### src/hw/rtl/kdhd_pkg.sv
// Shared types, codes and reset values for the keypad debounce and hold detector.
package kdhd_pkg;

   localparam int KEY_INDEX_WIDTH   = 3;
   localparam int THRESHOLD_WIDTH   = 8;
   localparam int CSR_INDEX_WIDTH   = 2;
   localparam int CSR_DATA_WIDTH    = 8;
   localparam int NUM_KEYS_DEFAULT  = 5;
   localparam int COUNT_WIDTH_DEFAULT = 8;

   localparam logic                       PRESSED_LEVEL_RESET    = 1'b1;
   localparam logic [THRESHOLD_WIDTH-1:0] DEBOUNCE_SAMPLES_RESET = 8'd3;
   localparam logic [THRESHOLD_WIDTH-1:0] HOLD_SAMPLES_RESET     = 8'd50;

   typedef enum logic [CSR_INDEX_WIDTH-1:0] {
      CSR_PRESSED_LEVEL    = 2'd0,
      CSR_DEBOUNCE_SAMPLES = 2'd1,
      CSR_HOLD_SAMPLES     = 2'd2
   } csr_index_type;

   typedef enum logic [1:0] {
      EV_NONE    = 2'd0,
      EV_PRESS   = 2'd1,
      EV_RELEASE = 2'd2,
      EV_HOLD    = 2'd3
   } event_code_type;

   typedef enum logic [2:0] {
      KEY_RELEASED = 3'b001,
      KEY_PRESSED  = 3'b010,
      KEY_HOLDING  = 3'b100
   } key_state_type;

   typedef struct packed {
      logic [KEY_INDEX_WIDTH-1:0] key_index;
      logic                       pin_level;
   } req_payload_type;

   typedef struct packed {
      logic [1:0] event_code;
      logic       bad_key;
   } rsp_payload_type;

endpackage

### src/hw/rtl/keypad_debounce_hold_detect.sv
// Keypad debounce and hold detector: per-key state in a small synchronous memory.
//
// Accepts one key sample per clock and returns exactly one result per sample, in order.
// A result passes through the registered read of the key's entry in the state memory,
// then the update, which writes the entry back and loads the result register. A
// sample of the same key that directly follows takes the written-back entry by
// forwarding, so the rate stays at one request per cycle for any key order. The block
// stalls requests only while the result register is held by a stalled consumer and the
// update stage is full. After reset every key reads as released with zero counts; no
// clearing pass is needed. Configuration is written through the csr_ port; the user
// must write it only while the block is idle, as the block does not enforce this.
module keypad_debounce_hold_detect #(
   parameter int NUM_KEYS    = kdhd_pkg::NUM_KEYS_DEFAULT,
   parameter int COUNT_WIDTH = kdhd_pkg::COUNT_WIDTH_DEFAULT
) (
   input  logic                                     clock,
   input  logic                                     reset,
   input  logic                                     req_valid,
   output logic                                     req_stall,
   input  kdhd_pkg::req_payload_type                req_payload,
   output logic                                     rsp_valid,
   input  logic                                     rsp_stall,
   output kdhd_pkg::rsp_payload_type                rsp_payload,
   input  logic                                     csr_write_enable,
   input  logic [kdhd_pkg::CSR_INDEX_WIDTH-1:0]     csr_index,
   input  logic [kdhd_pkg::CSR_DATA_WIDTH-1:0]      csr_wdata
);
   import kdhd_pkg::*;

   localparam int AddrWidth = (NUM_KEYS > 1) ? $clog2(NUM_KEYS) : 1;
   localparam int CmpWidth  = (COUNT_WIDTH > THRESHOLD_WIDTH) ? COUNT_WIDTH
                                                               : THRESHOLD_WIDTH;

   typedef struct packed {
      key_state_type          state;
      logic [COUNT_WIDTH-1:0] on_count;
      logic [COUNT_WIDTH-1:0] off_count;
   } entry_type;

   // configuration
   logic                       pressed_level_ff;
   logic [THRESHOLD_WIDTH-1:0] debounce_samples_ff;
   logic [THRESHOLD_WIDTH-1:0] hold_samples_ff;

   always_ff @(posedge clock) begin
      if (reset) begin
         pressed_level_ff    <= PRESSED_LEVEL_RESET;
         debounce_samples_ff <= DEBOUNCE_SAMPLES_RESET;
         hold_samples_ff     <= HOLD_SAMPLES_RESET;
      end else if (csr_write_enable) begin
         case (csr_index)
            CSR_PRESSED_LEVEL:    pressed_level_ff    <= csr_wdata[0];
            CSR_DEBOUNCE_SAMPLES: debounce_samples_ff <= csr_wdata[THRESHOLD_WIDTH-1:0];
            CSR_HOLD_SAMPLES:     hold_samples_ff     <= csr_wdata[THRESHOLD_WIDTH-1:0];
            default: ;
         endcase
      end
   end

   // handshake and pipeline control
   logic                 req_accept;
   logic                 s1_advance;
   logic                 s1_valid_ff;
   logic                 s1_bad_ff;
   logic                 s1_level_ff;
   logic [AddrWidth-1:0] s1_addr_ff;
   logic                 rsp_valid_ff;
   rsp_payload_type      rsp_payload_ff;
   logic                 req_bad;
   logic [AddrWidth-1:0] req_addr;

   assign s1_advance = !rsp_valid_ff || !rsp_stall;
   assign req_stall  = s1_valid_ff && !s1_advance;
   assign req_accept = req_valid && !req_stall;
   assign req_bad    = {1'b0, req_payload.key_index} >= (KEY_INDEX_WIDTH + 1)'(NUM_KEYS);
   assign req_addr   = req_payload.key_index[AddrWidth-1:0];

   // state memory with write-back forwarding
   entry_type            mem [NUM_KEYS];
   logic [NUM_KEYS-1:0]  written_ff;
   entry_type            rd_entry_ff;
   logic                 rd_written_ff;
   logic                 fwd_ff;
   entry_type            fwd_entry_ff;
   logic                 wr_en;
   entry_type            wr_entry;
   entry_type            cur_entry;

   always_ff @(posedge clock) begin
      if (wr_en) begin
         mem[s1_addr_ff] <= wr_entry;
      end
      if (req_accept) begin
         rd_entry_ff <= mem[req_addr];
      end
   end

   always_ff @(posedge clock) begin
      if (reset) begin
         written_ff    <= '0;
         rd_written_ff <= 1'b0;
         fwd_ff        <= 1'b0;
      end else begin
         if (wr_en) begin
            written_ff[s1_addr_ff] <= 1'b1;
         end
         if (req_accept) begin
            rd_written_ff <= written_ff[req_addr];
            fwd_ff        <= wr_en && (s1_addr_ff == req_addr);
         end
      end
   end

   always_ff @(posedge clock) begin
      if (req_accept) begin
         fwd_entry_ff <= wr_entry;
         s1_bad_ff    <= req_bad;
         s1_level_ff  <= req_payload.pin_level;
         s1_addr_ff   <= req_addr;
      end
   end

   always_comb begin
      if (fwd_ff) begin
         cur_entry = fwd_entry_ff;
      end else if (rd_written_ff) begin
         cur_entry = rd_entry_ff;
      end else begin
         cur_entry = '{state: KEY_RELEASED, on_count: '0, off_count: '0};
      end
   end

   // key update
   logic                   down;
   logic [COUNT_WIDTH-1:0] on_inc;
   logic [COUNT_WIDTH-1:0] off_inc;
   event_code_type         event_code;

   assign down    = (s1_level_ff == pressed_level_ff);
   assign on_inc  = (&cur_entry.on_count) ? cur_entry.on_count
                                          : cur_entry.on_count + 1'b1;
   assign off_inc = (&cur_entry.off_count) ? cur_entry.off_count
                                           : cur_entry.off_count + 1'b1;

   always_comb begin
      wr_entry   = cur_entry;
      event_code = EV_NONE;
      case (cur_entry.state)
         KEY_PRESSED, KEY_HOLDING: begin
            if (down) begin
               wr_entry.off_count = '0;
               if (cur_entry.state == KEY_HOLDING) begin
                  event_code = EV_HOLD;
               end else if (CmpWidth'(on_inc) >= CmpWidth'(hold_samples_ff)) begin
                  wr_entry.on_count = '0;
                  wr_entry.state    = KEY_HOLDING;
                  event_code        = EV_HOLD;
               end else begin
                  wr_entry.on_count = on_inc;
               end
            end else if (CmpWidth'(off_inc) >= CmpWidth'(debounce_samples_ff)) begin
               wr_entry.off_count = '0;
               wr_entry.state     = KEY_RELEASED;
               event_code         = EV_RELEASE;
            end else begin
               wr_entry.off_count = off_inc;
            end
         end
         default: begin
            // released, or a code that should never be stored
            wr_entry.state = KEY_RELEASED;
            if (!down) begin
               wr_entry.on_count = '0;
            end else if (CmpWidth'(on_inc) >= CmpWidth'(debounce_samples_ff)) begin
               wr_entry.on_count = '0;
               wr_entry.state    = KEY_PRESSED;
               event_code        = EV_PRESS;
            end else begin
               wr_entry.on_count = on_inc;
            end
         end
      endcase
   end

   assign wr_en = s1_valid_ff && s1_advance && !s1_bad_ff;

   // update stage and result register
   always_ff @(posedge clock) begin
      if (reset) begin
         s1_valid_ff  <= 1'b0;
         rsp_valid_ff <= 1'b0;
      end else begin
         if (req_accept) begin
            s1_valid_ff <= 1'b1;
         end else if (s1_advance) begin
            s1_valid_ff <= 1'b0;
         end
         if (s1_advance) begin
            rsp_valid_ff <= s1_valid_ff;
         end
      end
   end

   always_ff @(posedge clock) begin
      if (s1_advance && s1_valid_ff) begin
         rsp_payload_ff.event_code <= s1_bad_ff ? EV_NONE : event_code;
         rsp_payload_ff.bad_key    <= s1_bad_ff;
      end
   end

   assign rsp_valid   = rsp_valid_ff;
   assign rsp_payload = rsp_payload_ff;

endmodule

### config.mk
export PLATFORM = sky130hd
export DESIGN_NAME = keypad_debounce_hold_detect
export DESIGN_NICKNAME = d
export VERILOG_FILES = /design/src/hw/rtl/kdhd_pkg.sv /design/src/hw/rtl/keypad_debounce_hold_detect.sv
export SDC_FILE = /design/constraint.sdc
export NUM_CORES = 1
export LEC_CHECK = 0
export CAP_MARGIN = 20
export CORE_UTILIZATION = 65
export DETAILED_ROUTE_END_ITERATION = 6
export DONT_BUFFER_PORTS = 1
export PLACE_DENSITY = 0.81
export SYNTH_ARGS = -nofsm -noshare
export SYNTH_HDL_FRONTEND = slang
export SYNTH_SLANG_ARGS = --single-unit
### constraint.sdc
create_clock -name clock -period 8.48 [get_ports clock]
set_clock_uncertainty 0.1 [all_clocks]
set_input_delay 0.424 -clock clock [delete_from_list [all_inputs] [get_ports clock]]
set_output_delay 0.424 -clock clock [all_outputs]
set_load 0.005 [all_outputs]
==> impl_metrics.env <==
export IMPL_grt_pass1_wl_um=24500
export IMPL_cts_root_buf="clkbuf_16"
export IMPL_fin_crit_ps=5070
export IMPL_post_cts_buffers=0
export IMPL_syn_nets=588
export IMPL_power_mw=1.74
export IMPL_grt_usage=0.274
export IMPL_seq_area_um2=4750
export IMPL_yosysTopAreaCell="edfxtp_1"
export IMPL_first_global_vias=4582
export IMPL_fmax_ghz=0.197
export IMPL_ys_seq_elements=167
export IMPL_fill_cells=720
export IMPL_synth_flop_cell="edfxtp_1"
export IMPL_grt_max_degree=47
export IMPL_syn_avg_cell_area_um2=14.2
export IMPL_first_iter_violations=413
export IMPL_dieArea_um2=12300
export IMPL_hp_class="in2reg"
export IMPL_path_class="reg2reg"
export IMPL_p_per_area_nw_per_um2=205
export IMPL_design_portCount=24
export IMPL_cp_cell_sequence="nor2b_4, a22o_2, ha_1, o21a_1, nand4_2, xnor2_1, ha_1, nand2b_1, a21o_1, a211o_1, a211oi_2, nand2_1, o22ai_1"
export IMPL_vias_per_cell=6.36
export IMPL_dp_hpwl_um=10300
export IMPL_synthTopCellsByArea="edfxtp_1, dfxtp_1, mux4_2, ha_1, mux2_2"
export IMPL_syn_inst=543
export IMPL_setup_viol_count_final=0
export IMPL_syn2layout_area_growth_pct=10.0
export IMPL_die_y_um=111
export IMPL_post_cts_resized=0
export IMPL_min_period_over_period=0.598
export IMPL_violations="design-rule violations"
export IMPL_crit_path_frequent_cell="ha_1"
export IMPL_status="finished with violations"
export IMPL_synth_async_reset_ratio=0
export IMPL_clkTransAtPathRegs_ps=60
export IMPL_first_pass_iters=6
export IMPL_place_gp_congestion=0.856
export IMPL_io_buffers=0
export IMPL_vdd_ir_drop_max_mv=0.234
export IMPL_clockBufferDepth=2
export IMPL_die_w_um=111
export IMPL_cts_tree="built"
export IMPL_worst_slew_pin_slew_ps=1070
export IMPL_setup_tns_ps=0
export IMPL_diodes=0
export IMPL_fin_util=0.738
export IMPL_drive_gt1_frac=0.188
export IMPL_cp_required_ps=8550
export IMPL_routed_wl_um=15500
export IMPL_ant_nets=0
export IMPL_slowest_delay_ps=760
export IMPL_worst_setup_path_start_kind="register"
export IMPL_maxSlewViolCount=0
export IMPL_antenna_found_initial=0
export IMPL_ys_warn_count=0
export IMPL_ctsHtreeMaxLevel=4
export IMPL_synth_edf_count=141
export IMPL_ys_seq_area_frac=0.615
export IMPL_slew_headroom=0.278
export IMPL_grt_overflow_total=0
export IMPL_place_area_um2=7870
export IMPL_synth_distinct_cells=68
export IMPL_crit_fanout=15
export IMPL_netlist_area_um2=7730
export IMPL_rsz0062_at_grt="false"
export IMPL_setup_slack_ps=3410
export IMPL_dr_total_vias=4534
export IMPL_critPathTopFamily="compound AO/OA/AOI/OAI gates"
export IMPL_dp_cells=673
export IMPL_dpl_worst_slack_ps=3490
export IMPL_start_util=0.671
export IMPL_crit_arrival_ps=5140
export IMPL_numCtsBuffers=17
export IMPL_synth_top_area_frac=0.548
export IMPL_endpoint_kind="register"
export IMPL_maxCapViolCount=0
export IMPL_hold_viol_final=0
export IMPL_wl_per_cell_um=21.7
export IMPL_clk_latency_ps=430
export IMPL_p_leak_nw=3.10
export IMPL_rows=39
export IMPL_coreArea_um2=11500
export IMPL_fin_cells=713
export IMPL_fin_area_um2=8500
export IMPL_fin_hold_ws_ps=14.3
export IMPL_cp_slowest_cell="dfxtp_1"
export IMPL_multi_input_area_um2=2800
export IMPL_fin_nets=602
export IMPL_cts_sinks=167
export IMPL_worst_path_buf_inv=0
export IMPL_drc_errors=12
## metal layers
metal,vias to the layer above,track usage,routed length (um)
met5,-,0,0
met4,0,0.0928,267
met3,22,0.0683,998
met2,158,0.426,7340
met1,2244,0.384,6890
li1,2110,-,-
## power by group
group	total [mW]	switching (mW)	internal, mW
clock network	0.703	0.323	0.380
logic	0.111	0.0634	0.0472
registers	0.928	0.0137	0.914
## final cells by class
class / count / area share
clock buffer: 18 / 0.0505
clock inverter: 14 / 0.0140
inverter: 22 / 0.00971
multi-input combinational: 334 / 0.329
sequential: 167 / 0.559
tap: 143 / 0.0210
timing repair buffer: 15 / 0.0165
## registers in the layout, indices dropped and copies added, names as in the netlist
name                 cells
mem                     95
pressed_level_ff         1
s1_addr_ff               3
debounce_samples_ff      8
s1_bad_ff                1
fwd_entry_ff            19
rd_written_ff            1
s1_valid_ff              1
written_ff               5
hold_samples_ff          8
s1_level_ff              1
rsp_valid                1
rsp_payload              3
fwd_ff                   1
rd_entry_ff             19
## worst paths after layout
kind	startpoint	end	depth (start not counted)	slack, ps
worst min register to register	written_ff[2]	written_ff[2]	2	370
worst max-delay path	rd_written_ff	mem[4][3]	13	3410
worst max register to register	rd_written_ff	mem[4][3]	13	3410
worst min-delay path	csr_wdata[0]	pressed_level_ff	1	10
## placed cells by master (no fill, tap or decap), types with 8 or more instances in the layout
master,netlist,layout
mux2_2,20,20
o21ai_0,15,15
a21oi_1,21,21
edfxtp_1,141,141
clkbuf_16,0,17
nand2_1,37,37
dfxtp_1,26,26
buf_4,3,8
nand2b_1,11,11
inv_1,21,21
nor2_1,40,39
ha_1,26,26
nand3_1,9,9
mux4_2,20,20
mux2i_1,13,13
## cell families after synthesis
| group | synth area share |
|---|---|
| AO/OA/AOI/OAI | 0.0962 |
| XOR/XNOR | 0.0125 |
| adder cells (fa/ha/maj) | 0.0421 |
| buffers and inverters | 0.0262 |
| flip-flops | 0.615 |
| multiplexers | 0.106 |
| AND/OR/NAND/NOR | 0.102 |
## cell usage after synthesis (7+ instances only)
| library cell | count |
|---|---|
| nor2_1 | 40 |
| mux4_2 | 20 |
| inv_1 | 21 |
| a22oi_1 | 7 |
| o21ai_0 | 15 |
| edfxtp_1 | 141 |
| mux2_2 | 20 |
| ha_1 | 26 |
| a21oi_1 | 21 |
| mux2i_1 | 13 |
| dfxtp_1 | 26 |
| nand2_1 | 37 |
| clkbuf_1 | 8 |
| nand3_1 | 9 |
| nand2b_1 | 11 |
| xnor2_1 | 7 |
## repair_timing
item / CTS / global route
endpoints found under the setup margin: 0 / 0
hold buffers: 5 / 0
hold endpoints to repair: 29 / 0
Power figures use the tool's default switching activity.
